--- src/design/spwmp_pkg.sv ---
// types, constants and table helpers of the skip pattern window max projector
// no dependencies
package spwmp_pkg;

	localparam int MAX_SPAN_DEF = 64;
	localparam int COV_W        = 8;
	localparam int CFG_W        = 7;
	// covers distances and spans up to a window of 511
	localparam int SPAN_W       = 9;
	localparam int POS_W        = 32;
	localparam int CYC_ENTRIES  = 1 << CFG_W;

	typedef enum logic [1:0] {
		REG_SPAN  = 2'd0,
		REG_CYCLE = 2'd1,
		REG_USED  = 2'd2,
		REG_TRACK = 2'd3
	} cfg_reg_t;

	// per-item control broadcast to every cell
	typedef struct packed {
		logic              take;
		logic [CFG_W-1:0]  cycle;
		logic [CFG_W-1:0]  used;
		logic [SPAN_W-1:0] span;
		logic [SPAN_W-1:0] pos;
		logic [SPAN_W-1:0] thr;
	} cell_ctl_t;

	typedef logic [SPAN_W-1:0] phase_row_t [0:CYC_ENTRIES-1];

	// distance mod cycle length for every cycle length, distance itself for zero
	function automatic phase_row_t phase_row(input int distance);
		phase_row_t row;
		int r;
		for (int n = 0; n < CYC_ENTRIES; n++) begin
			r = distance;
			if (n != 0) begin
				for (int k = 0; k < (1 << SPAN_W); k++) begin
					if (r >= n) begin
						r = r - n;
					end
				end
			end
			row[n] = SPAN_W'(r);
		end
		return row;
	endfunction

endpackage

--- src/design/spwmp_cell.sv ---
// one window cell: holds the value seen DIST items ago and its masked copy
// depends on spwmp_pkg
module spwmp_cell
	import spwmp_pkg::*;
#(
	parameter int DIST = 1
) (
	input  logic             clk,
	input  cell_ctl_t        ctl,
	input  logic [COV_W-1:0] prev_value,
	output logic [COV_W-1:0] value_q,
	output logic [COV_W-1:0] masked_s1
);

	localparam logic [SPAN_W-1:0] DIST_V = SPAN_W'(DIST);
	localparam phase_row_t PHASE = phase_row(DIST);

	logic elig;

	// inside span, inside the current track, on a used phase, source not too late
	assign elig = (DIST_V < ctl.span) && (DIST_V <= ctl.pos) && (DIST_V >= ctl.thr)
		&& (PHASE[ctl.cycle] < SPAN_W'(ctl.used));

	always_ff @(posedge clk) begin
		if (ctl.take) begin
			masked_s1 <= elig ? value_q : '0;
			value_q   <= prev_value;
		end
	end

endmodule

--- src/design/spwmp_max_tree.sv ---
// pipelined maximum over all window cells, four inputs per group, two in a last stage for odd log2(LEAVES)
// depends on spwmp_pkg
module spwmp_max_tree
	import spwmp_pkg::*;
#(
	parameter int LEAVES = MAX_SPAN_DEF
) (
	input  logic                    clk,
	input  logic                    arst_n,
	input  logic                    in_valid,
	input  logic                    in_last,
	input  logic [LEAVES*COV_W-1:0] in_data,
	output logic                    in_ready,
	output logic                    out_valid,
	output logic                    out_last,
	output logic [COV_W-1:0]        out_data,
	input  logic                    out_ready
);

	localparam int LOGP = $clog2(LEAVES);
	localparam int P    = 1 << LOGP;
	localparam int LW   = P * COV_W;
	localparam int NST  = (LOGP + 1) / 2;

	wire [LW-1:0] lvl [0:NST];
	wire [NST:0]  vld;
	wire [NST:0]  lst;
	wire [NST:0]  rdy;

	assign lvl[0]   = LW'(in_data);
	assign vld[0]   = in_valid;
	assign lst[0]   = in_last;
	assign rdy[NST] = out_ready;

	for (genvar j = 0; j < NST; j++) begin : g_stage
		localparam int CIN  = P >> (2 * j);
		localparam int GRP  = (CIN >= 4) ? 4 : 2;
		localparam int COUT = CIN / GRP;

		logic [COUT*COV_W-1:0] red;
		logic [COUT*COV_W-1:0] data_q;
		logic                  v_q;
		logic                  last_q;

		always_comb begin
			for (int k = 0; k < COUT; k++) begin
				red[k*COV_W +: COV_W] = lvl[j][(k*GRP)*COV_W +: COV_W];
				for (int g = 1; g < GRP; g++) begin
					if (lvl[j][(k*GRP+g)*COV_W +: COV_W] > red[k*COV_W +: COV_W]) begin
						red[k*COV_W +: COV_W] = lvl[j][(k*GRP+g)*COV_W +: COV_W];
					end
				end
			end
		end

		always_ff @(posedge clk or negedge arst_n) begin
			if (!arst_n) begin
				v_q <= 1'b0;
			end else if (rdy[j]) begin
				v_q <= vld[j];
			end
		end

		always_ff @(posedge clk) begin
			if (rdy[j] && vld[j]) begin
				data_q <= red;
				last_q <= lst[j];
			end
		end

		assign rdy[j]   = !v_q || rdy[j+1];
		assign vld[j+1] = v_q;
		assign lst[j+1] = last_q;
		assign lvl[j+1] = LW'(data_q);
	end

	assign in_ready  = rdy[0];
	assign out_valid = vld[NST];
	assign out_last  = lst[NST];
	assign out_data  = lvl[NST][COV_W-1:0];

endmodule

--- src/design/skip_pattern_window_max_projector.sv ---
// channel  | handshake          | payload
// s_       | s_tvalid/s_tready  | tdata[7:0] coverage_in, tlast last_of_track
// m_       | m_tvalid/m_tready  | tdata[7:0] projected_coverage, tlast last_out
// cfg_     | cfg_we             | cfg_addr register index, cfg_wdata value
//
// one item per cycle sustained while the output is not stalled; each result is
// registered in the cell stage and then in each stage of the registered max tree
// each tree stage has its own valid, so bubbles collapse and s_tready only
// drops when every stage holds an item and the output is stalled
// arst_n clears valids, the position counter and the registers to their defaults
module skip_pattern_window_max_projector
	import spwmp_pkg::*;
#(
	parameter int MAX_SPAN = MAX_SPAN_DEF
) (
	input  logic             clk,
	input  logic             arst_n,
	input  logic             cfg_we,
	input  logic [1:0]       cfg_addr,
	input  logic [POS_W-1:0] cfg_wdata,
	input  logic             s_tvalid,
	output logic             s_tready,
	input  logic [7:0]       s_tdata,   // [7:0] coverage_in
	input  logic             s_tlast,
	output logic             m_tvalid,
	input  logic             m_tready,
	output logic [7:0]       m_tdata,   // [7:0] projected_coverage
	output logic             m_tlast
);

	logic [CFG_W-1:0]  span_q;
	logic [CFG_W-1:0]  cycle_q;
	logic [CFG_W-1:0]  used_q;
	logic [POS_W-1:0]  track_q;
	logic [POS_W-1:0]  pos_q;

	logic              v_s1;
	logic [COV_W-1:0]  own_s1;
	logic              last_s1;

	logic              take;
	logic              tree_ready;
	logic [SPAN_W-1:0] span_eff;
	logic [SPAN_W-1:0] pos_clamp;
	logic [SPAN_W-1:0] thr;
	logic [POS_W+1:0]  t_diff;
	cell_ctl_t         ctl;

	wire [COV_W-1:0]          chain  [0:MAX_SPAN-1];
	wire [MAX_SPAN*COV_W-1:0] tree_in;

	always_ff @(posedge clk or negedge arst_n) begin
		if (!arst_n) begin
			span_q  <= CFG_W'(1);
			cycle_q <= CFG_W'(1);
			used_q  <= CFG_W'(1);
			track_q <= '0;
		end else if (cfg_we) begin
			unique case (cfg_reg_t'(cfg_addr))
				REG_SPAN:  span_q  <= cfg_wdata[CFG_W-1:0];
				REG_CYCLE: cycle_q <= cfg_wdata[CFG_W-1:0];
				REG_USED:  used_q  <= cfg_wdata[CFG_W-1:0];
				REG_TRACK: track_q <= cfg_wdata;
				default:   ;
			endcase
		end
	end

	assign s_tready = !v_s1 || tree_ready;
	assign take     = s_tvalid && s_tready;

	// a source at distance d counts when d >= pos + span + 1 - track_length
	always_comb begin
		span_eff  = (SPAN_W'(span_q) > SPAN_W'(MAX_SPAN)) ? SPAN_W'(MAX_SPAN)
			: SPAN_W'(span_q);
		pos_clamp = (pos_q >= POS_W'(MAX_SPAN)) ? SPAN_W'(MAX_SPAN) : pos_q[SPAN_W-1:0];
		t_diff    = {2'b00, pos_q} + (POS_W+2)'(span_eff) + (POS_W+2)'(1)
			- {2'b00, track_q};
		priority if (t_diff[POS_W+1] || (t_diff == '0)) begin
			thr = '0;
		end else if (t_diff > (POS_W+2)'(MAX_SPAN)) begin
			thr = SPAN_W'(MAX_SPAN);
		end else begin
			thr = t_diff[SPAN_W-1:0];
		end
		ctl.take  = take;
		ctl.cycle = cycle_q;
		ctl.used  = used_q;
		ctl.span  = span_eff;
		ctl.pos   = pos_clamp;
		ctl.thr   = thr;
	end

	always_ff @(posedge clk or negedge arst_n) begin
		if (!arst_n) begin
			pos_q <= '0;
			v_s1  <= 1'b0;
		end else begin
			if (take) begin
				pos_q <= s_tlast ? '0 : pos_q + POS_W'(1);
			end
			if (take) begin
				v_s1 <= 1'b1;
			end else if (tree_ready) begin
				v_s1 <= 1'b0;
			end
		end
	end

	always_ff @(posedge clk) begin
		if (take) begin
			own_s1  <= s_tdata[COV_W-1:0];
			last_s1 <= s_tlast;
		end
	end

	assign chain[0]               = s_tdata[COV_W-1:0];
	assign tree_in[COV_W-1:0]     = own_s1;

	for (genvar k = 1; k < MAX_SPAN; k++) begin : g_cell
		spwmp_cell #(
			.DIST(k)
		) u_cell (
			.clk        (clk),
			.ctl        (ctl),
			.prev_value (chain[k-1]),
			.value_q    (chain[k]),
			.masked_s1  (tree_in[k*COV_W +: COV_W])
		);
	end

	spwmp_max_tree #(
		.LEAVES(MAX_SPAN)
	) u_tree (
		.clk       (clk),
		.arst_n    (arst_n),
		.in_valid  (v_s1),
		.in_last   (last_s1),
		.in_data   (tree_in),
		.in_ready  (tree_ready),
		.out_valid (m_tvalid),
		.out_last  (m_tlast),
		.out_data  (m_tdata),
		.out_ready (m_tready)
	);

endmodule

--- config.mk ---
export PLATFORM = sky130hd
export DESIGN_NAME = skip_pattern_window_max_projector
export DESIGN_NICKNAME = d
export VERILOG_FILES = /design/src/design/spwmp_pkg.sv /design/src/design/spwmp_cell.sv /design/src/design/spwmp_max_tree.sv /design/src/design/skip_pattern_window_max_projector.sv
export SDC_FILE = /design/constraint.sdc
export NUM_CORES = 2
export LEC_CHECK = 0
export ABC_AREA = 1
export BUFFER_PORTS_ARGS = -buffer_cell sky130_fd_sc_hd__buf_2
export CAP_MARGIN = 15
export CORE_AREA = 2 2 316 552
export DETAILED_ROUTE_END_ITERATION = 12
export DIE_AREA = 0 0 318 554
export GPL_TIMING_DRIVEN = 1
export PLACE_DENSITY = 0.67
export SLEW_MARGIN = 20
export SYNTH_ARGS = -nofsm -noshare
export SYNTH_HDL_FRONTEND = slang
export SYNTH_SLANG_ARGS = --single-unit
--- constraint.sdc ---
create_clock -name clk -period 25.7 [get_ports clk]
set_input_delay 5.14 -clock clk [delete_from_list [all_inputs] [get_ports clk]]
set_output_delay 5.14 -clock clk [all_outputs]
set_load 0.02 [all_outputs]
==> flow_summary.ini <==
[floorplanning]
fp.dieW_um = 318
die_area_um2 = 176000
die_height_um = 554
pin_count = 59
start_util_pct = 44.8
rows = 201
core_area_um2 = 171000

[synthesis]
postSynth.asyncResetShare_pct = 7.01
synth_cell_types = 65
ys.flop_type = edfxtp_1
synth_edf_count = 1180
yosys_warnings = 0
syn-num-nets = 9469
ys_seq_elements = 1269
synth-seq-area-share_pct = 49.1
syn_area_um2 = 76800
avgSynthCellArea_um2 = 8.99
synthCells = 8546

[global_route]
grt_max_degree = 86
antenna_found_initial = 21
grt_pass1_wl_um = 416000
overflow = 0
grt_pass1_vias = 62200
grt_usage_pct = 33.0

[power]
ir_drop_v = 0.000112
leakage_uw = 0.0375
powerDensity_nw_per_um2 = 105

[clock_network]
cts_buffer_depth = 3
clk_pin_slew_ns = 0.07
cts.htree.levels = 3
cts.sinks = 1269
clock_latency_ns = 0.77
holdBufCountCts = 0
cts_buffers = 113
cts_root_buffer = clkbuf_16
cts_setup_buffers = 0
cts_resized = 0
cts_tree = done

[drt]
drc = 0
wire_per_inst_um = 26.7
drt-total-wl_um = 293000
vias = 62000
route.antenna.remaining_nets = 0
viasPerCell = 5.65
firstDrtPassIters = 8
drt_iter0_markers = 4921

[layout]
drive_above_1_share_pct = 4.92
syn_to_final_growth_pct = 9.39
fin_util_pct = 49.0
final_common_cell = nand2_1
final_cell_mix = 1600 x nand2_1, 1325 x inv_1, 1180 x edfxtp_1
final_nets = 9566

[sta]
slew_viol_final = 0
worstMarginPinSlew_ns = 1.37
max_freq_mhz = 90.2
slew_headroom_pct = 6.89
finalCritPeriodShare_pct = 43.2
hold_viol = 0
rsz0062_at_grt = false
setup_viol_count_final = 0
tns_ns = 0
finClkSkew_ns = 0.0374
layout_min_cycle_time_ns = 11.09

[setup_path]
worstSetupPathType = in2out
start_kind = input port
worstSetupEndpointType = output pin
critPathMaxFanout = 3
crit_arrival_ns = 5.95
ff2ff_setup_slack_ns = 18.92
required_ns = 20.56

[run_status]
status = complete, no violations

[placed_design]
port_buffers = 58
gp_congestion = 1.07
dp_hpwl_um = 230000

[min_path]
hold_path.class = reg2reg

[job]
cap_violations = 0
[cell usage after synthesis (6+ instances only)]
cell type,instances,area [µm²]
nand2_1,1600,6010
inv_1,1333,5000
edfxtp_1,1180,35400
nor2_1,1036,3890
ha_1,868,10900
o21ai_0,838,4190
a21oi_1,549,2750
nand3_1,225,1130
clkbuf_1,137,514
o211ai_1,105,788
nor3_1,88,440
dfrtp_1,86,2150
nand4_1,69,432
buf_1,35,131
o21ai_1,34,170
a31oi_1,27,169
o21a_1,22,165
nand2_2,21,131
a211oi_1,20,150
nor4_1,20,125
o2111ai_1,20,175
nand3b_1,17,128
o221ai_1,16,140
o22ai_1,14,87.6
o31ai_1,13,97.6
o21bai_1,12,90.1
o32ai_1,12,105
a311oi_1,10,87.6
nor2b_1,9,56.3
clkinv_1,8,30.0
a21boi_0,7,52.6
fa_1,7,140
nand3_2,7,70.1
a2111oi_0,6,52.6
a21o_1,6,45.0
a221oi_1,6,52.6
nor2_2,6,37.5
or2_2,6,37.5
xor2_1,6,52.6
[stage by stage]
step                cell area [µm²]  hold WS (ns)  instances  worst slack [ns]  total power [µW]
global route                  84000         0.443      11000             14.52              9420
CTS                           83900         0.431      11000             14.61              8800
global placement              80000         0.414      10800             14.57              6870
floorplan                     76800         0.400       8546              4.17              5480
finish                        84000         0.436      11000             14.61              8860
detailed placement            80000         0.409      10800             14.61              7000
[critical path, cell delays in order]
cell,delay (ns)
buf_2,0.10
nor2_1,0.16
nand2_1,0.12
nor2_1,0.14
nand2_1,0.11
buf_2,0.18
[kinds of logic (layout without fill, tap and decap cells)]
kind of cell | Yosys count | after routing | synth area share (%)
and+or+nand+nor | 3121 | 3121 | 16.5
other | 0 | 5 | 0
adders and majority gates | 875 | 875 | 14.3
buffers and inverters | 1523 | 1721 | 7.49
xor gates and xnor gates | 8 | 8 | 0.0913
AOI/OAI and AO/OA | 1750 | 1750 | 12.6
DFF | 1269 | 1269 | 49.1
[registers in the layout (all words and copies together), names as in the netlist, 8 cells and up]
name / flops
g_cell.u_cell.masked_s1: 504
g_cell.u_cell.value_q: 504
pos_q: 32
track_q: 32
u_tree.g_stage.data_q: 160
u_tree.out_data: 8
[where the power goes]
part,internal (µW),total [µW],switching (µW)
Combinational,1110,4080,2970
Clock,984,1790,806
Sequential,2780,2980,199
Total,4880,8860,3970
[path summary, 6_finish.rpt]
kind / startpoint / endpoint / depth (start not counted)
hold reg to reg: u_tree.g_stage[0].last_q / u_tree.g_stage[1].last_q / 0
setup / recovery: m_tready / s_tready / 6
setup reg to reg: span_q[2] / g_cell[40].u_cell.masked_s1[3] / 24
hold / removal: u_tree.g_stage[0].last_q / u_tree.g_stage[1].last_q / 0
min in group asynchronous: arst_n / pos_q[18] / 1
max in group asynchronous: arst_n / cycle_q[6] / 2
[area by class of cell]
cell class / instances / area, µm²
Antenna cell: 5 / 12.5
Clock buffer: 126 / 2900
Clock inverter: 90 / 1010
Fill cell: 16000 / 87300
Inverter: 1343 / 5050
Multi-Input combinational cell: 5754 / 33500
Sequential cell: 1269 / 37700
Tap cell: 2233 / 2790
Timing Repair Buffer: 162 / 1090
[layer usage]
layer	vias up	global-route usage [%]	part of all wire [%]
met5	-	0	0.056
met4	24	30.6	11
met3	916	6.20	5.7
met2	2078	58.6	50
met1	29700	32.2	33
li1	29300	-	-
(Power assumes the default switching activity.)
